<file path="src/rtl/vmsd_pkg.sv">
`timescale 1ns / 1ps

package vmsd_pkg;

    // Fixed field widths.
    localparam int BYTE_W = 8;
    localparam int SIZE_W = 12;
    localparam int OUT_W  = 19;

    // Pen position after reset, in pixels before scaling.
    localparam int PEN_RESET = -32700;

    // Scaling divides x by 2048 and y by 1024.
    localparam int X_SHIFT = 11;
    localparam int Y_SHIFT = 10;
    localparam int X_ROUND = (1 << X_SHIFT) - 1;
    localparam int Y_ROUND = (1 << Y_SHIFT) - 1;

    // Sizes after reset.
    localparam logic [SIZE_W-1:0] X_SIZE_RESET = 12'd512;
    localparam logic [SIZE_W-1:0] Y_SIZE_RESET = 12'd256;

    // Configuration register indexes.
    localparam logic CFG_X_SIZE = 1'b0;
    localparam logic CFG_Y_SIZE = 1'b1;

    // Top two bits of a command byte.
    localparam logic [1:0] OP_UNIT_PAIR = 2'b00;
    localparam logic [1:0] OP_OFFSET    = 2'b01;
    localparam logic [1:0] OP_UNIT      = 2'b10;
    localparam logic [1:0] OP_EXTENDED  = 2'b11;

    // Extended commands, kept by their low two bits.
    localparam logic [1:0] CMD_LONG_MOVE = 2'd0;
    localparam logic [1:0] CMD_LONG_DRAW = 2'd1;
    localparam logic [1:0] CMD_MED_DRAW  = 2'd2;
    localparam logic [1:0] CMD_MED_MOVE  = 2'd3;

    // Operand byte counts of the extended commands.
    localparam logic [2:0] LONG_OPS = 3'd4;
    localparam logic [2:0] MED_OPS  = 3'd2;

    // Number of segments that one byte produces.
    localparam logic [1:0] SEG_NONE = 2'd0;
    localparam logic [1:0] SEG_ONE  = 2'd1;
    localparam logic [1:0] SEG_TWO  = 2'd2;

    // Unit steps for direction codes 0..7, two's complement in two bits.
    localparam logic [1:0] DIR_DX [8] = '{2'b11, 2'b00, 2'b01, 2'b11,
                                          2'b01, 2'b11, 2'b00, 2'b01};
    localparam logic [1:0] DIR_DY [8] = '{2'b11, 2'b11, 2'b11, 2'b00,
                                          2'b00, 2'b01, 2'b01, 2'b01};

endpackage

</file>
<file path="src/rtl/vmsd_decode.sv">
`timescale 1ns / 1ps

module vmsd_decode #(
    parameter int COORD_WIDTH = 18
) (
    input  logic                          i_clk,
    input  logic                          i_rst_n,
    input  logic                          i_step,
    input  logic [vmsd_pkg::BYTE_W-1:0]   i_byte,
    output logic [COORD_WIDTH-1:0]        o_px [3],
    output logic [COORD_WIDTH-1:0]        o_py [3],
    output logic [1:0]                    o_count
);
    import vmsd_pkg::*;

    localparam int CW = COORD_WIDTH;
    localparam logic [CW-1:0] PEN_INIT = CW'(PEN_RESET);

    logic [CW-1:0] r_pen_x, n_pen_x;
    logic [CW-1:0] r_pen_y, n_pen_y;
    logic [1:0]    r_pend_cmd, n_pend_cmd;
    logic [2:0]    r_ops_left, n_ops_left;
    logic [23:0]   r_gather, n_gather;

    logic [31:0]   gath;
    logic [2:0]    left_dec;
    logic [1:0]    dxa, dya, dxb, dyb;
    logic [CW-1:0] ux1, uy1, ux2, uy2;
    logic [7:0]    mdx, mdy;
    logic [2:0]    odx, ody;
    logic [CW-1:0] nx, ny;

    assign gath     = {r_gather, i_byte};
    assign left_dec = r_ops_left - 3'd1;
    assign dxa      = DIR_DX[i_byte[5:3]];
    assign dya      = DIR_DY[i_byte[5:3]];
    assign dxb      = DIR_DX[i_byte[2:0]];
    assign dyb      = DIR_DY[i_byte[2:0]];
    assign ux1      = r_pen_x + {{(CW-2){dxa[1]}}, dxa};
    assign uy1      = r_pen_y + {{(CW-2){dya[1]}}, dya};
    assign ux2      = ux1 + {{(CW-2){dxb[1]}}, dxb};
    assign uy2      = uy1 + {{(CW-2){dyb[1]}}, dyb};

    // Medium operands are biased by 128: flipping the top bit gives the signed step.
    assign mdx = {~gath[15], gath[14:8]};
    assign mdy = {~gath[7], gath[6:0]};
    // Offset draws are biased by 4 in the same way.
    assign odx = {~i_byte[5], i_byte[4:3]};
    assign ody = {~i_byte[2], i_byte[1:0]};

    always_comb begin
        if (r_pend_cmd inside {CMD_LONG_MOVE, CMD_LONG_DRAW}) begin
            nx = CW'(gath[31:16]);
            ny = CW'(gath[15:0]);
        end else begin
            nx = r_pen_x + {{(CW-8){mdx[7]}}, mdx};
            ny = r_pen_y + {{(CW-8){mdy[7]}}, mdy};
        end
    end

    always_comb begin
        n_pen_x    = r_pen_x;
        n_pen_y    = r_pen_y;
        n_pend_cmd = r_pend_cmd;
        n_ops_left = r_ops_left;
        n_gather   = r_gather;
        o_px[0]    = r_pen_x;
        o_py[0]    = r_pen_y;
        o_px[1]    = ux1;
        o_py[1]    = uy1;
        o_px[2]    = ux2;
        o_py[2]    = uy2;
        o_count    = SEG_NONE;
        if (r_ops_left != 3'd0) begin
            n_gather   = gath[23:0];
            n_ops_left = left_dec;
            if (left_dec == 3'd0) begin
                n_pen_x = nx;
                n_pen_y = ny;
                o_px[1] = nx;
                o_py[1] = ny;
                if (r_pend_cmd inside {CMD_LONG_DRAW, CMD_MED_DRAW}) begin
                    o_count = SEG_ONE;
                end
            end
        end else begin
            case (i_byte[7:6])
                OP_UNIT_PAIR: begin
                    n_pen_x = ux2;
                    n_pen_y = uy2;
                    o_count = SEG_TWO;
                end
                OP_OFFSET: begin
                    o_px[1] = r_pen_x + {{(CW-3){odx[2]}}, odx};
                    o_py[1] = r_pen_y + {{(CW-3){ody[2]}}, ody};
                    n_pen_x = o_px[1];
                    n_pen_y = o_py[1];
                    o_count = SEG_ONE;
                end
                OP_UNIT: begin
                    n_pen_x = ux1;
                    n_pen_y = uy1;
                    o_count = SEG_ONE;
                end
                OP_EXTENDED: begin
                    if (i_byte[5:2] == 4'd0) begin
                        n_pend_cmd = i_byte[1:0];
                        if (i_byte[1:0] inside {CMD_LONG_MOVE, CMD_LONG_DRAW}) begin
                            n_ops_left = LONG_OPS;
                        end else begin
                            n_ops_left = MED_OPS;
                        end
                    end
                end
                default: begin
                    o_count = SEG_NONE;
                end
            endcase
        end
    end

    always_ff @(posedge i_clk) begin
        if (!i_rst_n) begin
            r_pen_x    <= PEN_INIT;
            r_pen_y    <= PEN_INIT;
            r_pend_cmd <= CMD_LONG_MOVE;
            r_ops_left <= 3'd0;
        end else if (i_step) begin
            r_pen_x    <= n_pen_x;
            r_pen_y    <= n_pen_y;
            r_pend_cmd <= n_pend_cmd;
            r_ops_left <= n_ops_left;
        end
    end

    always_ff @(posedge i_clk) begin
        if (i_step) begin
            r_gather <= n_gather;
        end
    end

endmodule

</file>
<file path="src/rtl/vmsd_scale.sv">
`timescale 1ns / 1ps

module vmsd_scale #(
    parameter int COORD_WIDTH = 18
) (
    input  logic                          i_clk,
    input  logic                          i_load,
    input  logic [vmsd_pkg::SIZE_W-1:0]   i_x_size,
    input  logic [vmsd_pkg::SIZE_W-1:0]   i_y_size,
    input  logic [COORD_WIDTH-1:0]        i_px [3],
    input  logic [COORD_WIDTH-1:0]        i_py [3],
    output logic [vmsd_pkg::OUT_W-1:0]    o_sx [3],
    output logic [vmsd_pkg::OUT_W-1:0]    o_sy [3]
);
    import vmsd_pkg::*;

    localparam int CW = COORD_WIDTH;
    localparam int PW = CW + SIZE_W + 1;

    logic [OUT_W-1:0] n_sx [3];
    logic [OUT_W-1:0] n_sy [3];
    logic [OUT_W-1:0] r_sx [3];
    logic [OUT_W-1:0] r_sy [3];

    // Each point: signed coordinate times unsigned size, then a shift that
    // truncates toward zero (negative products are biased up before the shift).
    for (genvar i = 0; i < 3; i++) begin : g_pt
        logic signed [PW-1:0] prod_x, prod_y;
        logic [PW-1:0]        adj_x, adj_y;

        assign prod_x = $signed(i_px[i]) * $signed({1'b0, i_x_size});
        assign prod_y = $signed(i_py[i]) * $signed({1'b0, i_y_size});
        assign adj_x  = prod_x + (prod_x[PW-1] ? PW'(X_ROUND) : {PW{1'b0}});
        assign adj_y  = prod_y + (prod_y[PW-1] ? PW'(Y_ROUND) : {PW{1'b0}});
        assign n_sx[i] = adj_x[X_SHIFT+OUT_W-1:X_SHIFT];
        assign n_sy[i] = adj_y[Y_SHIFT+OUT_W-1:Y_SHIFT];
    end

    always_ff @(posedge i_clk) begin
        if (i_load) begin
            r_sx <= n_sx;
            r_sy <= n_sy;
        end
    end

    assign o_sx = r_sx;
    assign o_sy = r_sy;

endmodule

</file>
<file path="src/rtl/vector_map_stream_decoder.sv">
`timescale 1ns / 1ps

// Channel   Direction  Handshake                  Payload
// map       in         i_map_valid / o_map_stall  i_map_byte
// seg       out        o_seg_valid / i_seg_stall  o_from_x o_from_y o_to_x o_to_y
//                                                 o_last_of_run
// cfg       in         i_cfg_valid / o_cfg_ready  i_cfg_index i_cfg_data
//
// A byte is taken every cycle unless o_map_stall is high; a double unit-draw
// byte holds the result stage until both of its segments are taken, so the
// single result port bounds the worst case. Results leave from stage 2.
// Reset puts the pen at -32700 in both axes, the sizes at 512 and 256, and
// drops any pending command; there is no clearing pass.
// A stall on the seg channel backs up through the pipeline into o_map_stall.

module vector_map_stream_decoder #(
    parameter int COORD_WIDTH = 18
) (
    input  logic                                i_clk,
    input  logic                                i_rst_n,

    input  logic                                i_map_valid,
    output logic                                o_map_stall,
    input  logic [vmsd_pkg::BYTE_W-1:0]         i_map_byte,

    output logic                                o_seg_valid,
    input  logic                                i_seg_stall,
    output logic signed [vmsd_pkg::OUT_W-1:0]   o_from_x,
    output logic signed [vmsd_pkg::OUT_W-1:0]   o_from_y,
    output logic signed [vmsd_pkg::OUT_W-1:0]   o_to_x,
    output logic signed [vmsd_pkg::OUT_W-1:0]   o_to_y,
    output logic                                o_last_of_run,

    input  logic                                i_cfg_valid,
    output logic                                o_cfg_ready,
    input  logic                                i_cfg_index,
    input  logic [vmsd_pkg::SIZE_W-1:0]         i_cfg_data
);
    import vmsd_pkg::*;

    localparam int CW = COORD_WIDTH;

    // Configuration registers. The user must issue writes only while the block is
    // idle; the block itself does not enforce this. Writes are always accepted.
    logic [SIZE_W-1:0] r_x_size;
    logic [SIZE_W-1:0] r_y_size;

    assign o_cfg_ready = 1'b1;

    always_ff @(posedge i_clk) begin
        if (!i_rst_n) begin
            r_x_size <= X_SIZE_RESET;
            r_y_size <= Y_SIZE_RESET;
        end else if (i_cfg_valid && o_cfg_ready) begin
            case (i_cfg_index)
                CFG_X_SIZE: r_x_size <= i_cfg_data;
                CFG_Y_SIZE: r_y_size <= i_cfg_data;
                default:    r_x_size <= r_x_size;
            endcase
        end
    end

    // Stage 0 holds the accepted byte, stage 1 the decoded endpoints, stage 2
    // the scaled endpoints that feed the result port.
    logic              r_s0_vld;
    logic [BYTE_W-1:0] r_s0_byte;
    logic              r_s1_vld;
    logic [1:0]        r_s1_cnt;
    logic [CW-1:0]     r_s1_px [3];
    logic [CW-1:0]     r_s1_py [3];
    logic              r_s2_vld;
    logic              r_s2_two;
    logic              r_s2_sel;

    logic [CW-1:0]     dec_px [3];
    logic [CW-1:0]     dec_py [3];
    logic [1:0]        dec_cnt;
    logic [OUT_W-1:0]  sc_x [3];
    logic [OUT_W-1:0]  sc_y [3];

    logic in_acc, out_acc;
    logic s2_done, s2_free, s2_load;
    logic s1_adv, s1_free, s0_adv;

    // Ready flows backward: a stage frees up when its content moves on.
    assign out_acc     = o_seg_valid && !i_seg_stall;
    assign s2_done     = out_acc && (!r_s2_two || r_s2_sel);
    assign s2_free     = !r_s2_vld || s2_done;
    assign s1_adv      = r_s1_vld && ((r_s1_cnt == SEG_NONE) || s2_free);
    assign s2_load     = s1_adv && (r_s1_cnt != SEG_NONE);
    assign s1_free     = !r_s1_vld || s1_adv;
    assign s0_adv      = r_s0_vld && s1_free;
    assign o_map_stall = r_s0_vld && !s1_free;
    assign in_acc      = i_map_valid && !o_map_stall;

    always_ff @(posedge i_clk) begin
        if (!i_rst_n) begin
            r_s0_vld <= 1'b0;
        end else if (in_acc) begin
            r_s0_vld <= 1'b1;
        end else if (s0_adv) begin
            r_s0_vld <= 1'b0;
        end
    end

    always_ff @(posedge i_clk) begin
        if (in_acc) begin
            r_s0_byte <= i_map_byte;
        end
    end

    // The decoder advances its pen and operand state only when the byte it
    // sees actually moves into stage 1.
    vmsd_decode #(
        .COORD_WIDTH (CW)
    ) u_decode (
        .i_clk   (i_clk),
        .i_rst_n (i_rst_n),
        .i_step  (s0_adv),
        .i_byte  (r_s0_byte),
        .o_px    (dec_px),
        .o_py    (dec_py),
        .o_count (dec_cnt)
    );

    always_ff @(posedge i_clk) begin
        if (!i_rst_n) begin
            r_s1_vld <= 1'b0;
        end else if (s0_adv) begin
            r_s1_vld <= 1'b1;
        end else if (s1_adv) begin
            r_s1_vld <= 1'b0;
        end
    end

    always_ff @(posedge i_clk) begin
        if (s0_adv) begin
            r_s1_cnt <= dec_cnt;
            r_s1_px  <= dec_px;
            r_s1_py  <= dec_py;
        end
    end

    // Bytes that produce no segment are dropped at stage 1; the others
    // have their endpoints scaled into stage 2.
    vmsd_scale #(
        .COORD_WIDTH (CW)
    ) u_scale (
        .i_clk    (i_clk),
        .i_load   (s2_load),
        .i_x_size (r_x_size),
        .i_y_size (r_y_size),
        .i_px     (r_s1_px),
        .i_py     (r_s1_py),
        .o_sx     (sc_x),
        .o_sy     (sc_y)
    );

    always_ff @(posedge i_clk) begin
        if (!i_rst_n) begin
            r_s2_vld <= 1'b0;
            r_s2_sel <= 1'b0;
        end else if (s2_load) begin
            r_s2_vld <= 1'b1;
            r_s2_sel <= 1'b0;
        end else if (s2_done) begin
            r_s2_vld <= 1'b0;
            r_s2_sel <= 1'b0;
        end else if (out_acc) begin
            r_s2_sel <= 1'b1;
        end
    end

    always_ff @(posedge i_clk) begin
        if (s2_load) begin
            r_s2_two <= (r_s1_cnt == SEG_TWO);
        end
    end

    // A double draw shares its middle point: the first transaction runs from
    // point 0 to point 1, the second from point 1 to point 2.
    assign o_seg_valid   = r_s2_vld;
    assign o_from_x      = r_s2_sel ? sc_x[1] : sc_x[0];
    assign o_from_y      = r_s2_sel ? sc_y[1] : sc_y[0];
    assign o_to_x        = r_s2_sel ? sc_x[2] : sc_x[1];
    assign o_to_y        = r_s2_sel ? sc_y[2] : sc_y[1];
    assign o_last_of_run = r_s2_sel || !r_s2_two;

    a_sel_only_in_pair: assert property (@(posedge i_clk) disable iff (!i_rst_n)
        r_s2_sel |-> (r_s2_vld && r_s2_two))
        else $error("second segment selected outside a double draw");

    a_pair_second_follows: assert property (@(posedge i_clk) disable iff (!i_rst_n)
        (out_acc && r_s2_two && !r_s2_sel) |=> (o_seg_valid && o_last_of_run))
        else $error("second segment of a double draw missing");

    a_stall_needs_byte: assert property (@(posedge i_clk) disable iff (!i_rst_n)
        o_map_stall |-> (r_s0_vld && r_s1_vld))
        else $error("input stalled with room in the pipeline");

endmodule
</file>
<file path="config.mk">
export PLATFORM = sky130hd
export DESIGN_NAME = vector_map_stream_decoder
export DESIGN_NICKNAME = d
export VERILOG_FILES = /design/src/rtl/vmsd_pkg.sv /design/src/rtl/vmsd_decode.sv /design/src/rtl/vmsd_scale.sv /design/src/rtl/vector_map_stream_decoder.sv
export SDC_FILE = /design/constraint.sdc
export NUM_CORES = 2
export LEC_CHECK = 0
export BUFFER_PORTS_ARGS = -buffer_cell sky130_fd_sc_hd__buf_2
export CORE_MARGIN = 2
export CORE_UTILIZATION = 50
export CTS_CLUSTER_SIZE = 10
export DETAILED_ROUTE_END_ITERATION = 16
export GPL_ROUTABILITY_DRIVEN = 0
export HOLD_SLACK_MARGIN = 0.05
export PLACE_DENSITY = 0.75
export SETUP_SLACK_MARGIN = 0.05
export SYNTH_ARGS = -nofsm -noshare
export SYNTH_HDL_FRONTEND = slang
export SYNTH_HIERARCHICAL = 1
export SYNTH_SLANG_ARGS = --single-unit
</file>
<file path="constraint.sdc">
create_clock -name i_clk -period 16.8 [get_ports i_clk]
set_input_delay 3.36 -clock i_clk [delete_from_list [all_inputs] [get_ports i_clk]]
set_output_delay 3.36 -clock i_clk [all_outputs]
set_load 0.005 [all_outputs]
</file>
After elaboration in Yosys (flattened, before gate mapping)
Memories as Yosys holds them, arrays and structs flattened.
Index checks and enable logic that the tools add are counted.
W data, S select, Z words.
{"block": "classes", "bitwise_logic": 9, "muxes": 46, "n_mul": 6, "addsub": 15, "n_eq_ne": 8, "n_reduce_logical": 42, "magnitude_cmp": 2}
{"op": "$mux W18", "n": 12}
{"op": "$mul A18 B13 Y31", "n": 6}
{"op": "$add A18 B18 Y18", "n": 8}
{"op": "$pmux W18 S3", "n": 2}
{"op": "$add A30 B30 Y30", "n": 3}
{"op": "$add A29 B29 Y29", "n": 3}
{"op": "$mux W19", "n": 4}
{"op": "$mux W11", "n": 3}
{"op": "$mux W10", "n": 3}
{"op": "$mux W2", "n": 10}
{"op": "$reduce_bool A2 Y1", "n": 9}
{"op": "$mux W3", "n": 4}
{"op": "$eq A2 B2 Y1 const B", "n": 4}
{"op": "$ge A4 B4 Y1 const B", "n": 2}
{"op": "$logic_not A2 Y1", "n": 4}
{"op": "$not A3 Y4", "n": 2}
{"op": "$logic_and A1 B1 Y1", "n": 7}
{"op": "$mux W1", "n": 7}
{"op": "$not A1 Y1", "n": 7}
{"op": "$eq A2 B1 Y1 const B", "n": 3}
{"op": "$logic_not A1 Y1", "n": 6}
{"op": "$reduce_and A2 Y1", "n": 3}
{"op": "$reduce_and A3 Y1", "n": 2}
{"op": "$logic_not A4 Y1", "n": 1}
{"op": "10 further kinds", "n": 13}
{"block": "totals", "mem_count": 4, "regBits": 326, "output_inout_bits": 80, "romBits": 64, "input_bits": 26, "wordCells": 158}
{"name": "(no name shown)", "words": 8, "width": 2, "read_ports": 1, "rd_clocked_by_memory_dff": 0, "wr": 0, "line": "vmsd_decode.sv:35", "text": "assign dxa = DIR_DX[i_byte[5:3]];"}
{"name": "(no name shown)", "words": 8, "width": 2, "read_ports": 1, "rd_clocked_by_memory_dff": 0, "wr": 0, "line": "vmsd_decode.sv:36", "text": "assign dya = DIR_DY[i_byte[5:3]];"}
{"name": "(no name shown)", "words": 8, "width": 2, "read_ports": 1, "rd_clocked_by_memory_dff": 0, "wr": 0, "line": "vmsd_decode.sv:37", "text": "assign dxb = DIR_DX[i_byte[2:0]];"}
{"name": "(no name shown)", "words": 8, "width": 2, "read_ports": 1, "rd_clocked_by_memory_dff": 0, "wr": 0, "line": "vmsd_decode.sv:38", "text": "assign dyb = DIR_DY[i_byte[2:0]];"}

Depth between registers and ports, before layout
{"block": "logic_depth", "ltp_word": 12, "mapped_depth": 33, "ltp_nobuf": 30}

Cells and area by module
Netlist, hierarchy kept.
{"module": "vmsd_scale", "instances": 1, "cells_per_inst": 6258, "seq_area_each_um2": 3423.3, "area_per_inst_um2": 54896.4}
{"module": "vmsd_decode", "instances": 1, "cells_per_inst": 1447, "seq_area_each_um2": 1541.5, "area_per_inst_um2": 10596.4}
{"module": "vector_map_stream_decoder", "instances": 1, "cells_per_inst": 335, "seq_area_each_um2": 4134.0, "area_per_inst_um2": 5656.7}

Least setup slack after synthesis
No wires, ideal clock.
{"block": "synth_path", "kind": "input -> register", "from": "input i_seg_stall", "to": "register u_decode.r_pen_x[17]", "cell_stages": 9, "required_time_ps": 16668, "setup_time_ps": 132, "t_arrival_ps": 7717, "path_slack_ps": 8951, "n_path_buf": 0, "cell_sequence": "o211ai_1 and2_1 o21ai_0 nor2_1 nand2_1 a21o_1 a221oi_1 a21boi_1 a2bb2oi_1"}
{"block": "synth_between", "elab_chain_cells": 9}
{"item": "start, declared", "line": "vector_map_stream_decoder.sv:27", "text": "input logic i_seg_stall,"}
{"item": "$logic_not A1 Y1", "line": "vector_map_stream_decoder.sv:86", "text": "assign out_acc = o_seg_valid && !i_seg_stall;"}
{"item": "$logic_and A1 B1 Y1", "line": "vector_map_stream_decoder.sv:86"}
{"item": "$logic_and A1 B1 Y1", "line": "vector_map_stream_decoder.sv:87", "text": "assign s2_done = out_acc && (!r_s2_two || r_s2_sel);"}
{"item": "$logic_or A1 B1 Y1", "line": "vector_map_stream_decoder.sv:88", "text": "assign s2_free = !r_s2_vld || s2_done;"}
{"item": "$logic_or A1 B1 Y1", "line": "vector_map_stream_decoder.sv:89", "text": "assign s1_adv = r_s1_vld && ((r_s1_cnt == SEG_NONE) || s2_free);"}
{"item": "$logic_and A1 B1 Y1", "line": "vector_map_stream_decoder.sv:89"}
{"item": "$logic_or A1 B1 Y1", "line": "vector_map_stream_decoder.sv:91", "text": "assign s1_free = !r_s1_vld || s1_adv;"}
{"item": "$logic_and A1 B1 Y1", "line": "vector_map_stream_decoder.sv:92", "text": "assign s0_adv = r_s0_vld && s1_free;"}
{"item": "via s0_adv", "line": "vector_map_stream_decoder.sv:83", "text": "logic s1_adv, s1_free, s0_adv;"}
{"item": "$reduce_and A3 Y1 (no source line)"}
{"item": "end signal, assigned", "line": "vmsd_decode.sv:129", "text": "r_pen_x <= n_pen_x;"}
{"item": "end, declared", "line": "vmsd_decode.sv:19", "text": "logic [CW-1:0] r_pen_x, n_pen_x;"}
The timed path passes the listed nets, and every way through them passes these cells.
A chain may end at the register's enable or synchronous reset.

Worst setup path after layout
{"block": "layout_path", "from": "register r_x_size[4]", "to": "register u_scale.r_sx (netlist bit u_scale/o_sx[56]), data pin"}
{"block": "layout_between", "elab_chain_cells": 3}
{"item": "start, declared", "line": "vector_map_stream_decoder.sv:45", "text": "logic [SIZE_W-1:0] r_x_size;"}
{"item": "start signal, assigned", "line": "vector_map_stream_decoder.sv:56", "text": "CFG_X_SIZE: r_x_size <= i_cfg_data;"}
{"item": "start signal, assigned", "line": "vector_map_stream_decoder.sv:58", "text": "default: r_x_size <= r_x_size;"}
{"item": "$mul A18 B13 Y31 *", "line": "vmsd_scale.sv:31", "text": "assign prod_x = $signed(i_px[i]) * $signed({1'b0, i_x_size});"}
{"item": "$mux W11", "line": "vmsd_scale.sv:33", "text": "assign adj_x = prod_x + (prod_x[PW-1] ? PW'(X_ROUND) : {PW{1'b0}});"}
{"item": "$add A30 B30 Y30 *", "line": "vmsd_scale.sv:33"}
{"item": "via u_scale.g_pt[0].adj_x[29]", "line": "vmsd_scale.sv:29", "text": "logic [PW-1:0] adj_x, adj_y;"}
{"item": "end signal, assigned", "line": "vmsd_scale.sv:41", "text": "r_sx <= n_sx;"}
{"item": "end, declared", "line": "vmsd_scale.sv:22", "text": "logic [OUT_W-1:0] r_sx [3];"}
Mark *: on every way through the listed nets, which the timed path passes. The rest lies on a longest branch.

==> results.md <==
- The part of the total power dissipated in the clock network is 11.7%.
- The CTS tree is yes.
- The count of boundary I/O pins is 106.
- The final period demand of the worst path is 8835 ps.
- The library cell occupying the most area in the post-synthesis netlist is fa_1.
- The hold path startpoint is u_decode/r_gather[14].
- The proportion of power drawn by combinational gates is 72.2%.
- The area of the die is 145300 um2.
- Averaged over all synthesized cells, the footprint is 8.849 um2.
- The ratio of routed vias to standard cells is 5.614.
- The period utilization is 52.59%.
- Detailed placement finished with a half-perimeter wire length of 147.3 mm.
- The largest fanout of any net on the critical path is 50.
- The cell with the biggest individual delay on the critical path is buf_4.
- The total overflow reported by the global router is 0.
- The critical path launch point is r_x_size[4].
- The analysis attributes to cell leakage a power of 36.52 nW.
- The post-cts repair resize count is 0.
- The initial detailed-routing violation count is 5175.
- The total routing usage reported by global routing is 26.07%.
- Net switching is 51.85% of the power.
- The via count is 55100.
- The clock insertion delay at the later pin of the skew report is 650 ps.
- The detailed route wirelength on metal3 is 17.60 mm.
- Measured along the x axis, the die boundary spans 381.2 um.
- The number of global-route vias before repair is 57620.
- The type of the setup path with the least slack is reg -> reg.
- The number of synthesized flops with an enable pin is 257.
- The initial antenna violation count is 12.
- Setup repair after global routing left no endpoint under its margin.
- The count of fill cells added during filler insertion is 12560.
- The number of remaining DRC errors is 0.
- Hold repair after CTS inserted 0 buffers.
- Max-cap violations in this run came to 0.
- The final standard cell count with taps included and fillers excluded is 9815.
- Among all flip-flop cells after synthesis, the most frequent one is edfxtp_1.
- The data arrival time at the worst-slack endpoint is 9230 ps.
- STA classifies the critical path startpoint as a flop.
- The highest routing layer actually used is met5.
- The power density over the cells is 115.4 nW/um2.
- The H-tree generated during clock tree synthesis spans 2 levels.
- In this design, the stage delay of the slowest critical-path cell is 540 ps.
- The cell total after placement is 9732.
- The worst hold path passes through 0 cells.
- The clock net in this run drives a total of 326 sinks.
- The area of the core is 141400 um2.
- In the detailed route, the total length drawn on met2 is 87.38 mm.
- The total wirelength of the detailed-routed design is 188.3 mm.
- The flip-flop and latch count after synthesis is 326.
- The hold violation total from the final report is 0.
- During synthesis, Yosys emitted a total of 6 warnings.
- The number of distinct library cells after synthesis is 115.
- The path class of the lowest-slack min-delay path is reg -> reg.
- The setup clock skew after layout is 34.46 ps.
- The depth of the worst register-to-register path is 29.
- The cell that appears most often on the critical path is fa_1.
- The proportion of power drawn by flip-flops and latches is 16.1%.
- Clock tree synthesis selected as its root buffer the cell clkbuf_16.
- Counting every net in the synthesized netlist gives 9834.
- Cells with a size suffix above 1 make up 4.822% of the layout.
- Entering global routing, the biggest net connects 65 pins.
- The clock-pin slew reported for the worst setup and hold paths after clock tree synthesis is 60 ps.
- The count of antenna-violating nets left after detailed routing is 0.
- IR analysis of the VDD net gives a maximum drop of 0.0001206 V.
- The overall power after layout is 0.008598 W.
- The number of clock buffers added by TritonCTS is 44.
- The number of setup buffers added after CTS is 0.
- Buffers placed on the I/O ports in this run total 104.
- The post-synthesis async set-or-reset flop share is 0%.
- The startpoint identified for the worst register-to-register timing path is r_x_size[4].
- The clock passes through at most 3 buffers.
- The synthesized design devotes to its leading area cell type 33.60% of total area.
- The final-report max-slew violation count is 0.
- The netlist area before placement is 71150 um2.
- The internal power summed over all cells is 0.004140 W.
- The worst-margin pin slew is 1214 ps.
- The first TritonRoute pass finished after 8 iterations.
- The initial core utilization is 50.31%.
- The required time of the critical path is 17190 ps.
- Synthesis produced 8040 cells.
- The signed area change from the synthesized netlist to the final layout is 4.757%.
- After detailed routing, the average wire length per cell comes to 19.19 um.
- By area the synthesized netlist is led by fa_1 34%, edfxtp_1 11%, ha_1 10%, inv_1 9.2%, and2_1 5.5%.
- After synthesis, flip-flops and latches occupy 12.79% of the total area.
- The length of routed wiring on met1 is 77.23 mm.
- The wire length of the first global-routing pass is 304.1 mm.
- Derived from the worst setup path, the maximum achievable clock frequency is 113.2 MHz.
- For this design the total switching power over the nets is 0.004458 W.
- The floorplan die height is 381.2 um.
- Adding up every negative setup slack in the final design gives 0 ps.
- The run finished with clean final reports.
- The final setup violation count is 0.
- The worst setup path is captured at a flop.
- The final-stage net count is 9682.
- Row generation in the floorplan step produced 138 rows.
- The worst max-slew margin expressed relative to the limit is 18.78%.
-- sequential cells by signal, summed over array words and instances, names as in the netlist --
signal	cells
r_s1_cnt	2
r_s2_two	1
u_decode/r_ops_left	3
r_s0_vld	1
r_y_size	12
u_decode/r_pen_x	18
r_s1_px	54
r_s1_py	54
r_s1_vld	1
u_scale/o_sx	57
r_x_size	12
u_decode/r_gather	24
u_decode/r_pend_cmd	2
u_decode/r_pen_y	18
r_s2_sel	1
u_scale/o_sy	57
o_seg_valid	1
r_s0_byte	8
-- worst paths after layout --
kind / endpoint / slack, ps
setup / recovery: u_scale/o_sx[56] / 7960
hold reg to reg: u_decode/r_gather[22] / 430
hold / removal: u_decode/r_gather[22] / 430
setup reg to reg: u_scale/o_sx[56] / 7960
-- Yosys cell counts, types with 25 or more instances --
cell / count
o21ai_0: 175
ha_1: 574
o211ai_1: 33
xnor2_1: 267
mux2_2: 51
nor2_1: 242
a31oi_1: 46
dfxtp_1: 69
mux2i_1: 25
xor2_1: 115
a211oi_1: 45
fa_1: 1194
o21a_1: 54
mux2_4: 29
nand2b_1: 42
nand3_1: 86
edfxtp_1: 257
a21o_1: 85
o21bai_1: 32
nor2b_1: 40
inv_1: 1753
and2_1: 627
nand2_1: 993
nand4_1: 32
a21oi_1: 302
and3_1: 39
nor3_1: 87
clkbuf_1: 319
-- final cells by class --
| cell class | count | area (um2) | area share, % |
|---|---|---|---|
| Timing Repair Buffer | 150 | 865.8 | 1.162 |
| Clock inverter | 14 | 202.7 | 0.2719 |
| Sequential cell | 326 | 9120 | 12.24 |
| Inverter | 1756 | 6591 | 8.843 |
| Clock buffer | 66 | 1287 | 1.727 |
| Antenna cell | 3 | 7.507 | 0.01007 |
| Tap cell | 1890 | 2365 | 3.173 |
| Multi-Input combinational cell | 5610 | 54090 | 72.58 |
-- power by group through the flow --
stage	Sequential, W	Clock [W]	Combinational, W
5_1_grt	0.00140	0.00105	0.00690
2_1_floorplan	0.00122	0	0.00459
4_1_cts	0.00138	0.00102	0.00612
3_5_place_dp	0.00140	0	0.00608
3_3_place_gp	0.00139	0	0.00589
6_report	0.00139	0.00100	0.00621
-- routing by layer --
| metal | vias to the layer above | track usage (%) |
|---|---|---|
| met3 | 444 | 5.709 |
| met1 | 27550 | 34.58 |
| li1 | 24750 | - |
| met5 | - | 0 |
| met2 | 2349 | 42.48 |
| met4 | 12 | 8.286 |
-- stage by stage --
stage / utilization (%) / cell area, um2 / worst slack, ps / hold WS [ps]
final: 52.71 / 74530 / 7965 / 428.8
after CTS: 52.70 / 74530 / 8018 / 430.3
after detailed placement: 51.65 / 73040 / 8041 / 424.7
after floorplan: - / 71150 / 8951 / 417.4
after global placement: 51.65 / 73040 / 8106 / 425.3
after global routing: 52.70 / 74530 / 7450 / 447.0
-- layout by cell type (no fill, tap or decap), types with 45 or more instances in the layout --
cell          n
a211oi_1     45
a21o_1       85
a21oi_1     301
a31oi_1      46
and2_1      625
buf_2       104
buf_4        46
clkbuf_16    47
dfxtp_1      54
edfxtp_1    257
fa_1       1194
ha_1        574
inv_1      1753
mux2_2       51
nand2_1     993
nand3_1      86
nor2_1      239
nor3_1       87
o21a_1       54
o21ai_0     174
xnor2_1     267
xor2_1      115
-- cells by family (layout without fill, tap and decap cells) --
| family | after synthesis | count (layout) | synth area share (%) |
|---|---|---|---|
| multiplexers | 105 | 105 | 1.771 |
| adder cells (fa/ha/maj) | 1768 | 1768 | 43.69 |
| XOR/XNOR | 388 | 388 | 4.866 |
| other | 1 | 4 | 0.005271 |
| buffers and inverters | 2104 | 1986 | 11.22 |
| flip-flops | 326 | 326 | 12.79 |
| AND/OR/NAND/NOR | 2327 | 2327 | 16.22 |
| AO/OA/AOI/OAI | 1021 | 1021 | 9.447 |
-- worst max-delay path: cells and delay by family, from the launching register on --
family	cells	cell delay, ps
adders and majority gates	7	3180
and+or+nand+nor	6	1630
AOI/OAI and AO/OA	9	2190
buffers and inverters	5	730
DFF	1	360
xor gates and xnor gates	2	450
No activity file was read; power rests on OpenSTA's default activity.
